$ cat src/sv/quoted_argument_tokenizer_top_defines.svh
// ---------------------------------------------------------------------------
// Assertion macros for the quoted argument tokenizer
// Clocked on clk, disabled while arst_n is low.
// ---------------------------------------------------------------------------
`ifndef QUOTED_ARGUMENT_TOKENIZER_TOP_DEFINES_SVH
`define QUOTED_ARGUMENT_TOKENIZER_TOP_DEFINES_SVH

// plain property check
`define QAT_ASSERT(lbl, prop, msg) \
	lbl: assert property (@(posedge clk) disable iff (!arst_n) (prop)) else $error(msg);

// same-cycle implication
`define QAT_ASSERT_IMP(lbl, ante, cons, msg) \
	lbl: assert property (@(posedge clk) disable iff (!arst_n) (ante) |-> (cons)) \
		else $error(msg);

// next-cycle implication
`define QAT_ASSERT_NXT(lbl, ante, cons, msg) \
	lbl: assert property (@(posedge clk) disable iff (!arst_n) (ante) |=> (cons)) \
		else $error(msg);

`endif

$ cat src/sv/qat_pkg.sv
// ---------------------------------------------------------------------------
// qat_pkg
// Types, parse mode codes and character constants for the tokenizer.
// ---------------------------------------------------------------------------
`default_nettype none

package qat_pkg;

	localparam int MAX_RES = 3;

	// parse modes
	localparam logic [2:0] MODE_SPACES  = 3'd0;
	localparam logic [2:0] MODE_ARG     = 3'd1;
	localparam logic [2:0] MODE_SQUOTE  = 3'd2;
	localparam logic [2:0] MODE_DQUOTE  = 3'd3;
	localparam logic [2:0] MODE_ESC_OUT = 3'd4;
	localparam logic [2:0] MODE_ESC_DQ  = 3'd5;

	localparam logic [7:0] CH_SPACE = 8'h20;
	localparam logic [7:0] CH_NL    = 8'h0A;
	localparam logic [7:0] CH_TAB   = 8'h09;
	localparam logic [7:0] CH_DQ    = 8'h22;
	localparam logic [7:0] CH_SQ    = 8'h27;
	localparam logic [7:0] CH_BSL   = 8'h5C;

	typedef struct packed {
		logic [7:0] ch;
		logic       byte_vld;
		logic       closed;
		logic       fin;
		logic       ok;
	} result_t;

	// everything one request produces
	typedef struct packed {
		result_t [MAX_RES-1:0] res;
		logic [1:0]            cnt;
		logic [2:0]            next_mode;
	} dec_t;

	function automatic result_t mk_byte(input logic [7:0] c);
		result_t r;
		r = '0;
		r.ch = c;
		r.byte_vld = 1'b1;
		return r;
	endfunction

	function automatic result_t mk_close();
		result_t r;
		r = '0;
		r.closed = 1'b1;
		return r;
	endfunction

	function automatic result_t mk_final(input logic good);
		result_t r;
		r = '0;
		r.fin = 1'b1;
		r.ok = good;
		return r;
	endfunction

endpackage

`default_nettype wire

$ cat src/sv/qat_decode.sv
// ---------------------------------------------------------------------------
// qat_decode
// Per-request decode: result list, result count and next parse mode.
// ---------------------------------------------------------------------------
`default_nettype none

module qat_decode (
	input  wire logic [2:0] mode,
	input  wire logic [7:0] ch,
	input  wire logic       present,
	input  wire logic       eol,
	output qat_pkg::dec_t   dec
);
	import qat_pkg::*;

	logic [2:0]            m;
	logic [1:0]            k;
	result_t [MAX_RES-1:0] res;

	always_comb begin
		// unused codes behave as eating spaces
		m = (mode > MODE_ESC_DQ) ? MODE_SPACES : mode;
		res = '0;
		k = 2'd0;

		if (present) begin
			unique case (m)
				MODE_SQUOTE: begin
					if (ch == CH_SQ) begin
						m = MODE_ARG;
					end else begin
						res[k] = mk_byte(ch);
						k = k + 2'd1;
					end
				end
				MODE_DQUOTE: begin
					if (ch == CH_DQ) begin
						m = MODE_ARG;
					end else if (ch == CH_BSL) begin
						m = MODE_ESC_DQ;
					end else begin
						res[k] = mk_byte(ch);
						k = k + 2'd1;
					end
				end
				MODE_ESC_OUT: begin
					res[k] = mk_byte(ch);
					k = k + 2'd1;
					m = MODE_ARG;
				end
				MODE_ESC_DQ: begin
					// backslash kept unless it escapes a quote or backslash
					if (ch != CH_DQ && ch != CH_BSL) begin
						res[k] = mk_byte(CH_BSL);
						k = k + 2'd1;
					end
					res[k] = mk_byte(ch);
					k = k + 2'd1;
					m = MODE_DQUOTE;
				end
				default: begin
					if (ch == CH_DQ) begin
						m = MODE_DQUOTE;
					end else if (ch == CH_SQ) begin
						m = MODE_SQUOTE;
					end else if (ch == CH_BSL) begin
						m = MODE_ESC_OUT;
					end else if (ch == CH_SPACE || ch == CH_NL || ch == CH_TAB) begin
						if (m == MODE_ARG) begin
							res[k] = mk_close();
							k = k + 2'd1;
						end
						m = MODE_SPACES;
					end else begin
						res[k] = mk_byte(ch);
						k = k + 2'd1;
						m = MODE_ARG;
					end
				end
			endcase
		end

		if (eol) begin
			if (m == MODE_ARG) begin
				res[k] = mk_close();
				k = k + 2'd1;
				res[k] = mk_final(1'b1);
				k = k + 2'd1;
			end else begin
				// open quote or dangling escape fails the line
				res[k] = mk_final(m == MODE_SPACES);
				k = k + 2'd1;
			end
			m = MODE_SPACES;
		end

		dec.res = res;
		dec.cnt = k;
		dec.next_mode = m;
	end

endmodule

`default_nettype wire

$ cat src/sv/quoted_argument_tokenizer_top.sv
// ---------------------------------------------------------------------------
// quoted_argument_tokenizer_top
// Shell-style argument tokenizer with quotes and escapes, one byte a request.
// ---------------------------------------------------------------------------
// Pipeline: input register, then result register.
// Throughput: one request per cycle while each yields at most one result
//   and out_ready is high; a request with N results (N <= 3) holds the
//   result register until all N are accepted.
// Reset: arst_n clears the valid flags and returns the parse mode to
//   eating spaces; payload registers are not reset.
`default_nettype none

module quoted_argument_tokenizer_top (
	input  wire logic       clk,
	input  wire logic       arst_n,
	// request channel
	input  wire logic       in_valid,
	output logic            in_ready,
	input  wire logic [7:0] byte_value,
	input  wire logic       byte_present,
	input  wire logic       line_end,
	// result channel
	output logic            out_valid,
	input  wire logic       out_ready,
	output logic [7:0]      out_byte,
	output logic            out_byte_valid,
	output logic            argument_closed,
	output logic            line_finished,
	output logic            line_ok,
	output logic            last_of_run
);
	import qat_pkg::*;
`include "quoted_argument_tokenizer_top_defines.svh"

	// stage 1: registered request
	logic       vld_s1;
	logic [7:0] ch_s1;
	logic       present_s1;
	logic       eol_s1;

	// parse state, advanced when a request leaves stage 1
	logic [2:0] mode_q;

	// stage 2: result list of one request, drained one per cycle while out_ready is high
	logic                  vld_s2;
	result_t [MAX_RES-1:0] res_s2;
	logic [1:0]            cnt_s2;
	logic [1:0]            idx_q;

	dec_t    dec;
	result_t cur;
	logic    last;
	logic    s2_free;
	logic    s1_go;

	qat_decode u_decode (
		.mode    (mode_q),
		.ch      (ch_s1),
		.present (present_s1),
		.eol     (eol_s1),
		.dec     (dec)
	);

	// last result of the run currently on the output
	assign last    = (idx_q == (cnt_s2 - 2'd1));
	assign s2_free = !vld_s2 || (out_ready && last);
	// requests with no result pass straight through without a stage 2 slot
	assign s1_go    = vld_s1 && ((dec.cnt == 2'd0) || s2_free);
	assign in_ready = !vld_s1 || s1_go;

	always_ff @(posedge clk or negedge arst_n) begin
		if (!arst_n) begin
			vld_s1 <= 1'b0;
		end else if (in_ready) begin
			vld_s1 <= in_valid;
		end
	end

	always_ff @(posedge clk) begin
		if (in_valid && in_ready) begin
			ch_s1      <= byte_value;
			present_s1 <= byte_present;
			eol_s1     <= line_end;
		end
	end

	always_ff @(posedge clk or negedge arst_n) begin
		if (!arst_n) begin
			mode_q <= MODE_SPACES;
		end else if (s1_go) begin
			mode_q <= dec.next_mode;
		end
	end

	always_ff @(posedge clk or negedge arst_n) begin
		if (!arst_n) begin
			vld_s2 <= 1'b0;
			idx_q  <= 2'd0;
		end else if (s1_go && (dec.cnt != 2'd0)) begin
			vld_s2 <= 1'b1;
			idx_q  <= 2'd0;
		end else if (vld_s2 && out_ready) begin
			if (last) begin
				vld_s2 <= 1'b0;
				idx_q  <= 2'd0;
			end else begin
				idx_q <= idx_q + 2'd1;
			end
		end
	end

	always_ff @(posedge clk) begin
		if (s1_go && (dec.cnt != 2'd0)) begin
			res_s2 <= dec.res;
			cnt_s2 <= dec.cnt;
		end
	end

	assign cur             = res_s2[idx_q];
	assign out_valid       = vld_s2;
	assign out_byte        = cur.ch;
	assign out_byte_valid  = cur.byte_vld;
	assign argument_closed = cur.closed;
	assign line_finished   = cur.fin;
	assign line_ok         = cur.ok;
	assign last_of_run     = last;

	// checks
	`QAT_ASSERT_IMP(a_cnt_nonzero, vld_s2, cnt_s2 != 2'd0, "empty run held in stage 2")
	`QAT_ASSERT_IMP(a_idx_in_run, vld_s2, idx_q < cnt_s2, "result index past end of run")
	`QAT_ASSERT_IMP(a_one_kind, vld_s2,
		$onehot({out_byte_valid, argument_closed, line_finished}), "result kind not unique")
	`QAT_ASSERT_NXT(a_line_resets_mode, s1_go && eol_s1, mode_q == MODE_SPACES,
		"parse mode not reset after line end")
	`QAT_ASSERT_IMP(a_stall_has_item, !in_ready, vld_s1, "stalled with empty input stage")

endmodule

`default_nettype wire

$ cat config.mk
export PLATFORM = sky130hd
export DESIGN_NAME = quoted_argument_tokenizer_top
export DESIGN_NICKNAME = d
export VERILOG_FILES = /design/src/sv/qat_pkg.sv /design/src/sv/qat_decode.sv /design/src/sv/quoted_argument_tokenizer_top.sv
export VERILOG_INCLUDE_DIRS = /design/src /design/src/sv
export SDC_FILE = /design/constraint.sdc
export NUM_CORES = 1
export LEC_CHECK = 0
export BUFFER_PORTS_ARGS = -buffer_cell sky130_fd_sc_hd__buf_2
export CORE_MARGIN = 4
export CORE_UTILIZATION = 53
export CTS_CLUSTER_SIZE = 16
export DETAILED_ROUTE_END_ITERATION = 8
export HOLD_SLACK_MARGIN = 0.12
export PLACE_DENSITY = 0.87
export SYNTH_ARGS = -nofsm -noshare
export SYNTH_HDL_FRONTEND = slang
export SYNTH_SLANG_ARGS = --single-unit
$ cat constraint.sdc
create_clock -name clk -period 4.8 [get_ports clk]
set_input_delay 0.72 -clock clk [delete_from_list [all_inputs] [get_ports clk]]
set_output_delay 0.72 -clock clk [all_outputs]
set_load 0.02 [all_outputs]
==> flow_metrics.tcl <==
set metrics [dict create \
    cts_root_buf "clkbuf_8" \
    synth.avg_cell_area_um2 10.4 \
    portBuffers 28 \
    p_total_mw 1.50 \
    min_path_type "input port to async pin" \
    status "complete, no violations" \
    synth_edf_count 39 \
    num_vias 2053 \
    yosysWarnings 0 \
    arrival_ns 3.73 \
    dp_hpwl_um 4000 \
    totalWireLength_um 5380 \
    start_util_pct 54.7 \
    yosysSeqAreaShare_pct 48.2 \
    syn_to_final_growth_pct 9.85 \
    synthArstFlopShare_pct 15.2 \
    track_usage_pct 17.3 \
    yosysTopAreaCell "edfxtp_1" \
    synth_seq_cells 46 \
    clock_latency_ns 0.30 \
    cp_slowest_cell "or4_4" \
    wl_per_cell_um 14.8 \
    finalHoldViolCount 0 \
    syn_area_um2 2790 \
    dp_cells 355 \
    tightest_slew_ns 0.708 \
    crit_type "flop to output pin" \
    cp_slowest_stage_delay_ns 0.62 \
    yosysMostFrequentCell "nor2_1" \
    die_y_um 80.6 \
    grt_pass1_vias 1844 \
    dpl_cell_area_um2 2960 \
    drt_iter0_drc 128 \
    synth_area_leaders "edfxtp_1 42%, mux2i_1 7.9%, dfrtp_1 6.3%, nor2_1 5.8%, nand2_1 2.8%" \
    drtAntennaViolNets 0 \
    cts_tree "built" \
    grt_max_degree 30 \
    drc 0 \
    grt_setup_unrepaired "no" \
    die_x_um 80.6 \
    clock-sinks 46 \
    max_slew_margin_pct 52.8 \
    end_kind "output pin" \
    stdcell_count 363 \
    vdd_drop_max_mv 0.244 \
    cap_viol_max_count 0 \
    ys_types 66 \
    synth_flop_cell "edfxtp_1" \
    diodes 0 \
    numCtsBuffers 5 \
    antenna_found_initial 0 \
    num_rows 26 \
    crit_chain "or4_4 -> nor3_4 -> o41ai_1 -> o2111a_2 -> inv_1 -> ha_1 -> or2_2 -> nor2_1 -> and4_4 -> o32ai_2 -> nand2_1 -> buf_2" \
    clk_pin_slew_ns 0.09 \
    min_period_ns 4.45 \
    p_per_area_nw_per_um2 490 \
    fin_setup_tns_ns 0 \
    cp-start-kind "flop" \
    grt_pass1_wl_um 8670 \
    syn_inst 269 \
    fin_skew_ns 0.00839 \
    yosys.area.top_type_share_pct 41.9 \
    globalplace.congestion 0.882 \
    final_core_util_pct 60.1 \
    via_per_inst 5.66 \
    design.core.area_um2 5110 \
    drtPass1Iterations 4 \
    setup_viol 0 \
    dieArea_um2 6500 \
    fmax_ghz 0.225 \
    hold_buffers 0 \
    finalMaxSlewViolations 0 \
    cts_setup_buffers 0 \
    nFillCells 435 \
    worstPathRequired_ns 4.08 \
    synthTopCellsByCount "43 x nor2_1, 39 x edfxtp_1, 22 x mux2i_1, 21 x nand2_1, 14 x inv_1" \
    p_leak_nw 1.24 \
    cts_buffer_depth 2 \
    drive_gt1_share_pct 18.4 \
    io_pins 29 \
    cts_resized 0 \
    finalNetCount 311 \
    stdcell_area_um2 3070 \
    worst-path-max-fanout 8 \
    fin_crit_sh_pct 92.6 \
    cts_htree_levels 2 \
    syn-num-nets 288 \
    gr-total-overflow 0 \
]
[cells by family (layout without fill, tap and decap cells)]
family	Yosys count	after routing	synth area share, %
compound gates	46	46	13.0
xor+xnor	3	3	0.941
simple gates	114	114	21.4
fa+ha+maj	5	5	2.24
mux	25	25	9.09
buf+inv	30	54	5.15
flops	46	46	48.2
[worst max-delay path: cells and delay by family (launching register included)]
family	cells	cell delay (ns)
simple gates	6	1.39
compound gates	3	0.98
flops	1	0.52
buf+inv	2	0.30
fa+ha+maj	1	0.23
[report_power, final]
part	internal, mW	total, mW	leakage, nW	switching (mW)
registers	0.547	0.657	0.454	0.110
logic	0.224	0.558	0.731	0.335
clock network	0.155	0.288	0.0514	0.133
[final timing paths]
check                                from         to  slack, ns  cells past startpoint
min in group clk                out_valid   idx_q[1]       0.55                      2
max in group asynchronous          arst_n  out_valid       4.39                      1
worst min register to register  out_valid   idx_q[1]       0.55                      2
worst max-delay path             ch_s1[2]   in_ready       0.35                     12
worst max register to register   ch_s1[2]  res_s2[9]       0.74                     12
worst min-delay path               arst_n  mode_q[2]       0.24                      1
[per-stage QoR]
| stage | hold WS (ns) | worst slack, ns |
|---|---|---|
| 5_1_grt | 0.236 | 0.0639 |
| 3_3_place_gp | 0.533 | 0.790 |
| 2_1_floorplan | 0.424 | 0.215 |
| 3_5_place_dp | 0.542 | 0.673 |
| 4_1_cts | 0.238 | 0.345 |
| 6_report | 0.237 | 0.354 |
[flip-flops by register name (all words and copies together), names as in the netlist]
| signal | cells |
|---|---|
| ch_s1 | 8 |
| eol_s1 | 1 |
| present_s1 | 1 |
| idx_q | 2 |
| mode_q | 3 |
| cnt_s2 | 2 |
| vld_s1 | 1 |
| out_valid | 1 |
| res_s2 | 27 |
[cell usage in the layout, fill, tap and decap left out, types with 3 or more instances in the layout]
cell type and instances:
mux2i_1 22, buf_4 3, clkbuf_8 5, inv_1 14, mux2_1 3, nor2_1 43, a31oi_1 4, nor2b_1 4
nand3_1 4, nand2b_1 6, dfrtp_1 7, buf_2 28, nor3b_1 3, edfxtp_1 39, ha_1 5, a21oi_1 6
nand2_1 21, nor3_1 6, o21ai_1 3, o21ai_0 8
[per-layer routing]
layer | vias up | routed length, um | GRT usage (%) | share of wire [%]
met1 | 964 | 2520 | 23.4 | 47
li1 | 1025 | - | - | -
met2 | 58 | 2460 | 27.8 | 46
met3 | 6 | 342 | 3.92 | 6.4
met4 | 0 | 54 | 4.56 | 1.0
met5 | - | 0 | 0 | 0
[area by class of cell]
| class | instances | area (um^2) | share of cell area [%] |
|---|---|---|---|
| clock inverter | 2 | 37.5 | 1.22 |
| inverter | 15 | 56.3 | 1.83 |
| sequential | 46 | 1350 | 43.9 |
| timing repair buffer | 31 | 163 | 5.30 |
| multi-input combinational | 193 | 1310 | 42.6 |
| tap | 70 | 87.6 | 2.85 |
| clock buffer | 6 | 72.6 | 2.36 |
Power figures use the tool's default switching activity.
